## config.mk

```make
export PLATFORM = sky130hd
export DESIGN_NAME = broadcast_ring_buffer_core
export DESIGN_NICKNAME = d
export VERILOG_FILES = /design/src/hdl/brb_pkg.sv /design/src/hdl/broadcast_ring_buffer_core.sv
export SDC_FILE = /design/constraint.sdc
export NUM_CORES = 1
export LEC_CHECK = 0
export ABC_AREA = 1
export BUFFER_PORTS_ARGS = -buffer_cell sky130_fd_sc_hd__buf_2
export CORE_ASPECT_RATIO = 1.25
export CORE_UTILIZATION = 45
export DETAILED_ROUTE_END_ITERATION = 6
export GPL_TIMING_DRIVEN = 0
export PLACE_DENSITY = 0.67
export SLEW_MARGIN = 10
export SYNTH_ARGS = -nofsm -noshare
export SYNTH_HDL_FRONTEND = slang
export SYNTH_SLANG_ARGS = --single-unit
```

## constraint.sdc

```tcl
create_clock -name i_clk -period 3.15 [get_ports i_clk]
set_input_delay 0.315 -clock i_clk [delete_from_list [all_inputs] [get_ports i_clk]]
set_output_delay 0.315 -clock i_clk [all_outputs]
set_load 0.02 [all_outputs]
```

## src/hdl/brb_pkg.sv

```systemverilog
// Shared types and codes for the broadcast ring buffer.
`timescale 1ns / 1ps
`default_nettype none

package brb_pkg;

    localparam int DATA_W   = 32;
    localparam int READER_W = 3;
    localparam int STATUS_W = 2;

    localparam logic OP_WRITE = 1'b0;
    localparam logic OP_READ  = 1'b1;

    localparam logic [STATUS_W-1:0] ST_OK    = 2'd0;
    localparam logic [STATUS_W-1:0] ST_FULL  = 2'd1;
    localparam logic [STATUS_W-1:0] ST_EMPTY = 2'd2;

    typedef struct packed {
        logic                opcode;
        logic [READER_W-1:0] reader;
        logic [DATA_W-1:0]   data_in;
    } t_in_word;

    typedef struct packed {
        logic                accepted;
        logic [DATA_W-1:0]   data_out;
        logic [STATUS_W-1:0] status;
        logic                slot_freed;
    } t_out_word;

endpackage

`default_nettype wire

```

## src/hdl/broadcast_ring_buffer_core.sv

```systemverilog
// Top level of the broadcast ring buffer: slot ring, reader pointers and result register.
`timescale 1ns / 1ps
`default_nettype none

// One write or read word is taken per cycle while the input is not stalled; its result
// word appears in the output register in the cycle after; the output register is loaded
// in the same cycle that the slot memory's registered read port delivers the stored word.
// The input is stalled only while a result sits in the output register and the
// output side stalls. Each write broadcasts its word to all READERS readers; a
// slot returns to the free pool once every reader has read it. Writes to a full
// ring and reads with nothing pending are rejected with a status code.
module broadcast_ring_buffer_core #(
    parameter int SLOTS   = 4,
    parameter int READERS = 8
) (
    input  wire                logic i_clk,
    input  wire                logic i_rst_n,
    input  wire                logic i_in_valid,
    output                     logic o_in_stall,
    input  wire brb_pkg::t_in_word   i_in_word,
    output                     logic o_out_valid,
    input  wire                logic i_out_stall,
    output brb_pkg::t_out_word o_out_word
);

    localparam int SW = (SLOTS > 1) ? $clog2(SLOTS) : 1;
    localparam int RW = (READERS > 1) ? $clog2(READERS) : 1;
    localparam int PW = $clog2(SLOTS + 1);
    localparam int CW = (READERS > 1) ? $clog2(READERS) : 1;

    function automatic logic [SW-1:0] f_next_slot(input logic [SW-1:0] s);
        return (s == SW'(SLOTS - 1)) ? '0 : s + SW'(1);
    endfunction

    logic [brb_pkg::DATA_W-1:0] r_mem [SLOTS];

    logic [SW-1:0] r_wslot, n_wslot;
    logic [PW-1:0] r_free,  n_free;
    logic [CW-1:0] r_cnt   [SLOTS];
    logic [CW-1:0] n_cnt   [SLOTS];
    logic [SW-1:0] r_rslot [READERS];
    logic [SW-1:0] n_rslot [READERS];
    logic [PW-1:0] r_pend  [READERS];
    logic [PW-1:0] n_pend  [READERS];

    logic                         r_out_valid;
    logic                         r_acc,    n_acc;
    logic [brb_pkg::STATUS_W-1:0] r_status, n_status;
    logic                         r_freed,  n_freed;
    logic                         r_rd_hit;
    logic [brb_pkg::DATA_W-1:0]   r_rd_data;

    logic          in_acc;
    logic          wr_en;
    logic          rd_in;
    logic [RW-1:0] idx;
    logic [SW-1:0] rs;
    logic [PW-1:0] pend_sel;

    assign o_in_stall = r_out_valid & i_out_stall;
    assign in_acc     = i_in_valid & ~o_in_stall;

    assign rd_in    = (int'(i_in_word.reader) < READERS);
    assign idx      = RW'(i_in_word.reader);
    assign rs       = rd_in ? r_rslot[idx] : '0;
    assign pend_sel = rd_in ? r_pend[idx] : '0;

    always_comb begin
        n_wslot  = r_wslot;
        n_free   = r_free;
        n_cnt    = r_cnt;
        n_rslot  = r_rslot;
        n_pend   = r_pend;
        n_acc    = 1'b0;
        n_status = brb_pkg::ST_OK;
        n_freed  = 1'b0;
        wr_en    = 1'b0;
        if (in_acc) begin
            if (i_in_word.opcode == brb_pkg::OP_WRITE) begin
                if (r_free == '0) begin
                    n_status = brb_pkg::ST_FULL;
                end else begin
                    wr_en   = 1'b1;
                    n_wslot = f_next_slot(r_wslot);
                    n_free  = r_free - PW'(1);
                    for (int i = 0; i < READERS; i++) begin
                        n_pend[i] = r_pend[i] + PW'(1);
                    end
                    n_acc = 1'b1;
                end
            end else begin
                if (!rd_in || pend_sel == '0) begin
                    n_status = brb_pkg::ST_EMPTY;
                end else begin
                    n_pend[idx]  = pend_sel - PW'(1);
                    n_rslot[idx] = f_next_slot(rs);
                    if (r_cnt[rs] == CW'(READERS - 1)) begin
                        // last reader of this slot: hand it back to the writer
                        n_cnt[rs] = '0;
                        if (r_free < PW'(SLOTS)) begin
                            n_free = r_free + PW'(1);
                        end
                        n_freed = 1'b1;
                    end else begin
                        n_cnt[rs] = r_cnt[rs] + CW'(1);
                    end
                    n_acc = 1'b1;
                end
            end
        end
    end

    always_ff @(posedge i_clk) begin
        if (!i_rst_n) begin
            r_wslot     <= '0;
            r_free      <= PW'(SLOTS);
            r_out_valid <= 1'b0;
            for (int i = 0; i < SLOTS; i++) begin
                r_cnt[i] <= '0;
            end
            for (int i = 0; i < READERS; i++) begin
                r_rslot[i] <= '0;
                r_pend[i]  <= '0;
            end
        end else begin
            r_wslot <= n_wslot;
            r_free  <= n_free;
            r_cnt   <= n_cnt;
            r_rslot <= n_rslot;
            r_pend  <= n_pend;
            if (in_acc) begin
                r_out_valid <= 1'b1;
            end else if (!i_out_stall) begin
                r_out_valid <= 1'b0;
            end
        end
    end

    always_ff @(posedge i_clk) begin
        if (wr_en) begin
            r_mem[r_wslot] <= i_in_word.data_in;
        end
        if (in_acc) begin
            r_rd_data <= r_mem[rs];
            r_acc     <= n_acc;
            r_status  <= n_status;
            r_freed   <= n_freed;
            r_rd_hit  <= n_acc & (i_in_word.opcode == brb_pkg::OP_READ);
        end
    end

    assign o_out_valid = r_out_valid;

    always_comb begin
        o_out_word.accepted   = r_acc;
        o_out_word.data_out   = r_rd_hit ? r_rd_data : '0;
        o_out_word.status     = r_status;
        o_out_word.slot_freed = r_freed;
    end

endmodule

`default_nettype wire

```

# [Word level (Yosys, flattened, before mapping)]
# Memory sizes are Yosys's and may differ from the RTL's. A register that Yosys moved wholly into a read port is not among the register bits.
# Index checks and enable logic that the tools add are counted.
[word_totals] reg_bits=63 ram_bits=128 inputBits=40 out_inout_bits=38 elab_cells=119 memories=1
[op_classes] addsub=14 magnitude_cmp=5 eq_ne=8 n_mux=44 bitwise=11 reduce_logical=9
[mem_list] memory="r_mem" words=4 width=32 read_ports=1 rd_ports_with_merged_regs=1 wr=1 line_no="broadcast_ring_buffer_core.sv:35" source="logic [brb_pkg::DATA_W-1:0] r_mem [SLOTS];"
[op_table] cell="2-to-1 mux 24 bit" count=3
[op_table] cell="2-to-1 mux 3 bit" count=11
[op_table] cell="2-to-1 mux 32 bit" count=1
[op_table] cell="adder 3 x 1 -> 3 bit (second input constant)" count=10
[op_table] cell="bitwise mux 24 bit" count=1
[op_table] cell="bitwise mux 16 bit" count=1
[op_table] cell="2-to-1 mux 2 bit" count=7
[op_table] cell="bitwise AND 12 bit" count=1
[op_table] cell="bitwise mux 12 bit" count=1
[op_table] cell="2-to-1 mux 1 bit" count=12
[op_table] cell="2-to-1 mux 12 bit" count=1
[op_table] cell="inverter 12 bit" count=1
[op_table] cell="binary-select mux 3 bit (select 3 bit)" count=1
[op_table] cell="demux 3 bit (select 3 bit)" count=1
[op_table] cell="AND reduction 3 bit" count=3
[op_table] cell="binary-select mux 2 bit (select 3 bit)" count=1
[op_table] cell="binary-select mux 3 bit (select 2 bit)" count=1
[op_table] cell="demux 2 bit (select 3 bit)" count=1
[op_table] cell="demux 3 bit (select 2 bit)" count=1
[op_table] cell="zero test 3 bit" count=2
[op_table] cell="!= test 2 x 1 -> 1 bit (second input constant)" count=3
[op_table] cell="subtractor 3 x 1 -> 3 bit (second input constant)" count=2
[op_table] cell="AND reduction 5 bit" count=1
[op_table] cell="adder 2 x 1 -> 2 bit (second input constant)" count=2
[op_table] cell="14 further kinds" count=22

# [Longest topological paths before layout]
[depth] depth_word=12 mapped_depth=19 ltp_nobuf=19

# [Least setup slack after synthesis]
# OpenSTA, ideal clock, no wires.
[synth_timing] kind="reg2reg" startpoint="reg r_out_valid (netlist: o_out_valid)" endpoint="mem r_mem[0][0] (netlist bit), enable pin" t_arrival_ns=2.278 required_time_ns=2.729 path_slack_ns=0.451 stages_incl_launch_ff=6 period_less_slack_ns=2.699 cell_sequence="dfxtp_1 > nand2_1 > nand2_1 > nor3_1 > inv_1 > nor2_1"
[synth_between] elab_chain_len=6
[synth_rtl] item="start: declaration" line_no="broadcast_ring_buffer_core.sv:46" source="logic r_out_valid;"
[synth_rtl] item="start signal: assignment" line_no="broadcast_ring_buffer_core.sv:117" source="r_out_valid <= 1'b0;"
[synth_rtl] item="start signal: assignment" line_no="broadcast_ring_buffer_core.sv:132" source="r_out_valid <= 1'b1;"
[synth_rtl] item="start signal: assignment" line_no="broadcast_ring_buffer_core.sv:134" source="r_out_valid <= 1'b0;"
[synth_rtl] item="bitwise AND 1 bit" line_no="broadcast_ring_buffer_core.sv:60" source="assign o_in_stall = r_out_valid & i_out_stall;"
[synth_rtl] item="inverter 1 bit" line_no="broadcast_ring_buffer_core.sv:61" source="assign in_acc = i_in_valid & ~o_in_stall;"
[synth_rtl] item="bitwise AND 1 bit" line_no="broadcast_ring_buffer_core.sv:61"
[synth_rtl] item="2-to-1 mux 1 bit" line_no="broadcast_ring_buffer_core.sv:78" source="if (in_acc) begin"
[synth_rtl] item="2-to-1 mux 1 bit" line_no="broadcast_ring_buffer_core.sv:140" source="if (wr_en) begin"
[synth_rtl] item="2-to-1 mux 1 bit (implied by the code)" line_no="broadcast_ring_buffer_core.sv:141" source="r_mem[r_wslot] <= i_in_word.data_in;"
[synth_rtl] item="end: declaration" line_no="broadcast_ring_buffer_core.sv:35"
# No other way between the ends.

# [Worst setup path in the final report]
[layout_timing] startpoint="in i_in_word[32] (netlist bit)" endpoint="reg r_pend[19] (netlist bit)"
[layout_between] elab_chain_len=8
[layout_rtl] item="start: declaration" line_no="broadcast_ring_buffer_core.sv:20" source="input wire brb_pkg::t_in_word i_in_word,"
[layout_rtl] item="inverter 3 -> 4 bit (implied by the code) *" line_no="broadcast_ring_buffer_core.sv:66, broadcast_ring_buffer_core.sv:95"
[layout_rtl] item="binary-select mux 3 bit (select 3 bit) (tied with other cells)" line_no="broadcast_ring_buffer_core.sv:66" source="assign pend_sel = rd_in ? r_pend[idx] : '0;"
[layout_rtl] item="2-to-1 mux 3 bit (implied by the code) or logical AND 1 bit (tied branches)" line_no="broadcast_ring_buffer_core.sv:66, broadcast_ring_buffer_core.sv:95"
[layout_rtl] item="2-to-1 mux 3 bit, on equally long branches" line_no="broadcast_ring_buffer_core.sv:66, broadcast_ring_buffer_core.sv:95"
[layout_rtl] item="subtractor 3 x 1 -> 3 bit or demux 3 bit (select 3 bit) (tied branches)" line_no="broadcast_ring_buffer_core.sv:95" source="n_pend[idx] = pend_sel - PW'(1);"
[layout_rtl] item="bitwise mux 24 bit" line_no="broadcast_ring_buffer_core.sv:95"
[layout_rtl] item="2-to-1 mux 24 bit" line_no="broadcast_ring_buffer_core.sv:92" source="if (!rd_in || pend_sel == '0) begin"
[layout_rtl] item="2-to-1 mux 24 bit" line_no="broadcast_ring_buffer_core.sv:79" source="if (i_in_word.opcode == brb_pkg::OP_WRITE) begin"
[layout_rtl] item="end signal: assignment" line_no="broadcast_ring_buffer_core.sv:130" source="r_pend <= n_pend;"
[layout_rtl] item="end: declaration" line_no="broadcast_ring_buffer_core.sv:43" source="logic [PW-1:0] r_pend [READERS];"
# Every way passes the cells marked *; elsewhere a longest branch is shown, timed or not. The select of a mux whose other input is x is not followed.
# A chain may end at the register's enable or synchronous reset.

==> flow_summary.toml <==
[cells_and_area]
drive_above_1_share_pct = 19.1
num-nets-final = 1045
layout.cells.non_filler = 1275
postLayoutCoreUtil_pct = 53.6
area_delta_synth_final_pct = 17.3
n_antenna_cell = 0

[yosys]
synth-edff-count = 165
synth_top_area_share_pct = 52.2
synth_area_leaders = "edfxtp_1 52%, dfxtp_1 12%, nand2_1 6.8%, a21oi_1 5.2%, inv_1 3.3%"
netlist_instances = 876
synth.avg_cell_area_um2 = 10.8
ys_async_sr_fraction_pct = 0
ys_seq_elements = 223
synthDistinctLibCells = 36
synth_nets = 938
synth_common_cells = "173 x nand2_1, 165 x edfxtp_1, 99 x a21oi_1, 84 x inv_1, 60 x o21ai_0"
synth_top_area_cell = "edfxtp_1"
synthFlopType = "edfxtp_1"
synth.most_common_cell = "nand2_1"
seq_area_frac_synth_pct = 64.5
yosys_warnings = 0
syn_area_um2 = 9480

[min_path]
min_to = "r_mem[3][21]"
hold_path_class = "in2reg"
hold_start = "i_in_word[21]"
hold_depth = 1

[global_route]
gr-usage-all-layers_pct = 19.8
grt_pass1_wl_um = 33600
antenna_found_initial = 0
overflow = 0
grt_max_degree = 32
first_global_vias = 6560

[place]
gp_congestion = 0.859
dpl.hpwl_um = 13800
post-place-ws_ps = -131
io_buffers = 76
post-place-cells = 1231

[routing]
final_antenna_net_count = 0
wl_per_cell_um = 16.7
drc_errors = 0
dr_total_vias = 6723
wl_um = 21300
first_iter_violations = 415
via_per_inst = 5.27
dr.pass1.iters = 5

[timing]
final_hold_viol_count = 0
finalSetupViolations = 0
maxSlewHeadroom_pct = 54.8
fin_crit_sh_pct = 88.0
fmax_mhz = 361
finalWorstSetupSlack_ps = 379
finClkSkew_ps = 20.0
fin_tns_setup_ps = 0
tightest_slew_ps = 676
rsz0062_at_grt = "no"
fin_hold_ws_ps = 16.5
maxSlewViolCount = 0
post-route-min-period_ps = 2770

[floorplan]
start_util_pct = 45.7
die_h_um = 164
rows = 59
pin_count = 78
core_um2 = 20700
die-area_um2 = 21700
die_w_um = 132

[setup_path]
r2r_slack_ps = 570
setup.worst_path.end_class = "register"
crit_fanout = 10
crit_slowest_cell = "a21oi_1"
critical_path.top_delay_family = "compound AO/OA/AOI/OAI gates"
crit_arrival_ps = 3190
path_class = "in2reg"
start_kind = "input port"
rr_endpoint = "r_pend[19]"
critPathRequiredTime_ps = 3570
timing.rr.start = "r_pend[0]"
worst_path_largest_cell_delay_ps = 430
reg2reg_depth = 14
critical_path.cell_chain = "buf_2 > buf_4 > nor2_1 > inv_1 > o2bb2ai_1 > nor2_1 > nand2_1 > inv_2 > ha_1 > ha_1 > nand2_1 > inv_1 > nor2_1 > nand2_1 > a21oi_1 > o21ai_0 > a31oi_1"
crit_buf_inv = 5

[clocking]
cts_setup_buffers = 0
holdBufCountCts = 0
cts_tree = "built"
cts_buffer_depth = 3
ctsResizeCount = 0
cts_sinks = 223
insertion_delay_ps = 520
h-tree-depth = 1
root_buffer = "clkbuf_16"
cts.reportedPaths.clkPinSlew_ps = 60
cts_buffers = 24

[power]
seq_power_share_pct = 49.5
power_switching_mw = 1.62
p_sw_share_pct = 24.1
pwr-share-comb_pct = 9.9
leakagePower_nw = 4.57
irDropWorstVdd_uv = 421
p_int_mw = 5.12
powerDensity_nw_per_um2 = 606
pwr-share-clk_pct = 40.6

[run_status]
status = "complete, no violations"

[run]
max_cap_viol_count = 0
-- flip-flops by register name, indices dropped and copies added, names as in the netlist --
name / cells
r_rd_hit: 1
r_mem: 128
r_status: 2
r_rd_data: 32
r_acc: 1
r_free: 3
r_wslot: 2
r_pend: 24
r_freed: 1
o_out_valid: 1
r_rslot: 16
r_cnt: 12
-- cells by family after synthesis --
kind of cell,Yosys count,synth area share [%]
and+or+nand+nor,257,11.1
AOI/OAI and AO/OA,240,15.3
buffers and inverters,133,5.98
DFF,223,64.5
adders and majority gates,22,2.98
xor gates and xnor gates,1,0.0924
-- area by class of cell --
| class | count | area [µm²] |
|---|---|---|
| Buffer | 39 | 211 |
| Clock buffer | 30 | 643 |
| Clock inverter | 14 | 129 |
| Fill cell | 1787 | 9620 |
| Inverter | 94 | 355 |
| Multi-Input combinational cell | 520 | 2830 |
| Sequential cell | 223 | 6120 |
| Tap cell | 274 | 343 |
| Timing Repair Buffer | 81 | 495 |
-- metrics by stage --
stage / power, mW / cell area, µm²
after global placement: 4.04 / 10200
after global routing: 6.98 / 11100
final: 6.75 / 11100
after detailed placement: 4.07 / 10400
after CTS: 6.78 / 11100
after floorplan: 3.82 / 9480
-- placed cells by master, fill, tap and decap left out, drive strengths merged --
cell type,n
nand2,178
edfxtp,165
a21oi,110
buf,109
inv,94
o21ai,60
dfxtp,58
nor2,47
clkbuf,41
a22oi,34
nand3,21
ha,21
a31oi,12
clkinv,12
or2,9
o21a,8
o22ai,6
a32oi,4
a221oi,3
nor3,2
bufinv,2
o2bb2ai,1
xor2,1
o211ai,1
a211oi,1
fa,1
-- power by group through the flow --
stage               Sequential (mW)  Clock [mW]  Combinational, mW
floorplan                      3.40           0              0.428
global placement               3.40           0              0.634
detailed placement             3.40           0              0.666
CTS                            3.34        2.77              0.672
global route                   3.35        2.89              0.738
finish                         3.34        2.74              0.665
-- per-layer routing --
| layer | wire length (µm) | GRT usage [%] |
|---|---|---|
| met4 | 484 | 6.98 |
| met2 | 11000 | 36.3 |
| met1 | 8660 | 23.7 |
| met5 | 0 | 0 |
| met3 | 1090 | 2.65 |
-- how the worst max path moves through the flow --
stage / from / to / slack [ps] / cells past startpoint
detailed placement: i_in_word[32] / r_pend[19] / -130 / 17
CTS: i_in_word[32] / r_pend[19] / 390 / 17
global placement: i_out_stall / r_mem[0][9] / -840 / 6
finish: i_in_word[32] / r_pend[19] / 380 / 17
global route: i_in_word[32] / r_pend[22] / 110 / 17
floorplan: o_out_valid / r_mem[0][0] / 450 / 5
(Power assumes the default switching activity.)
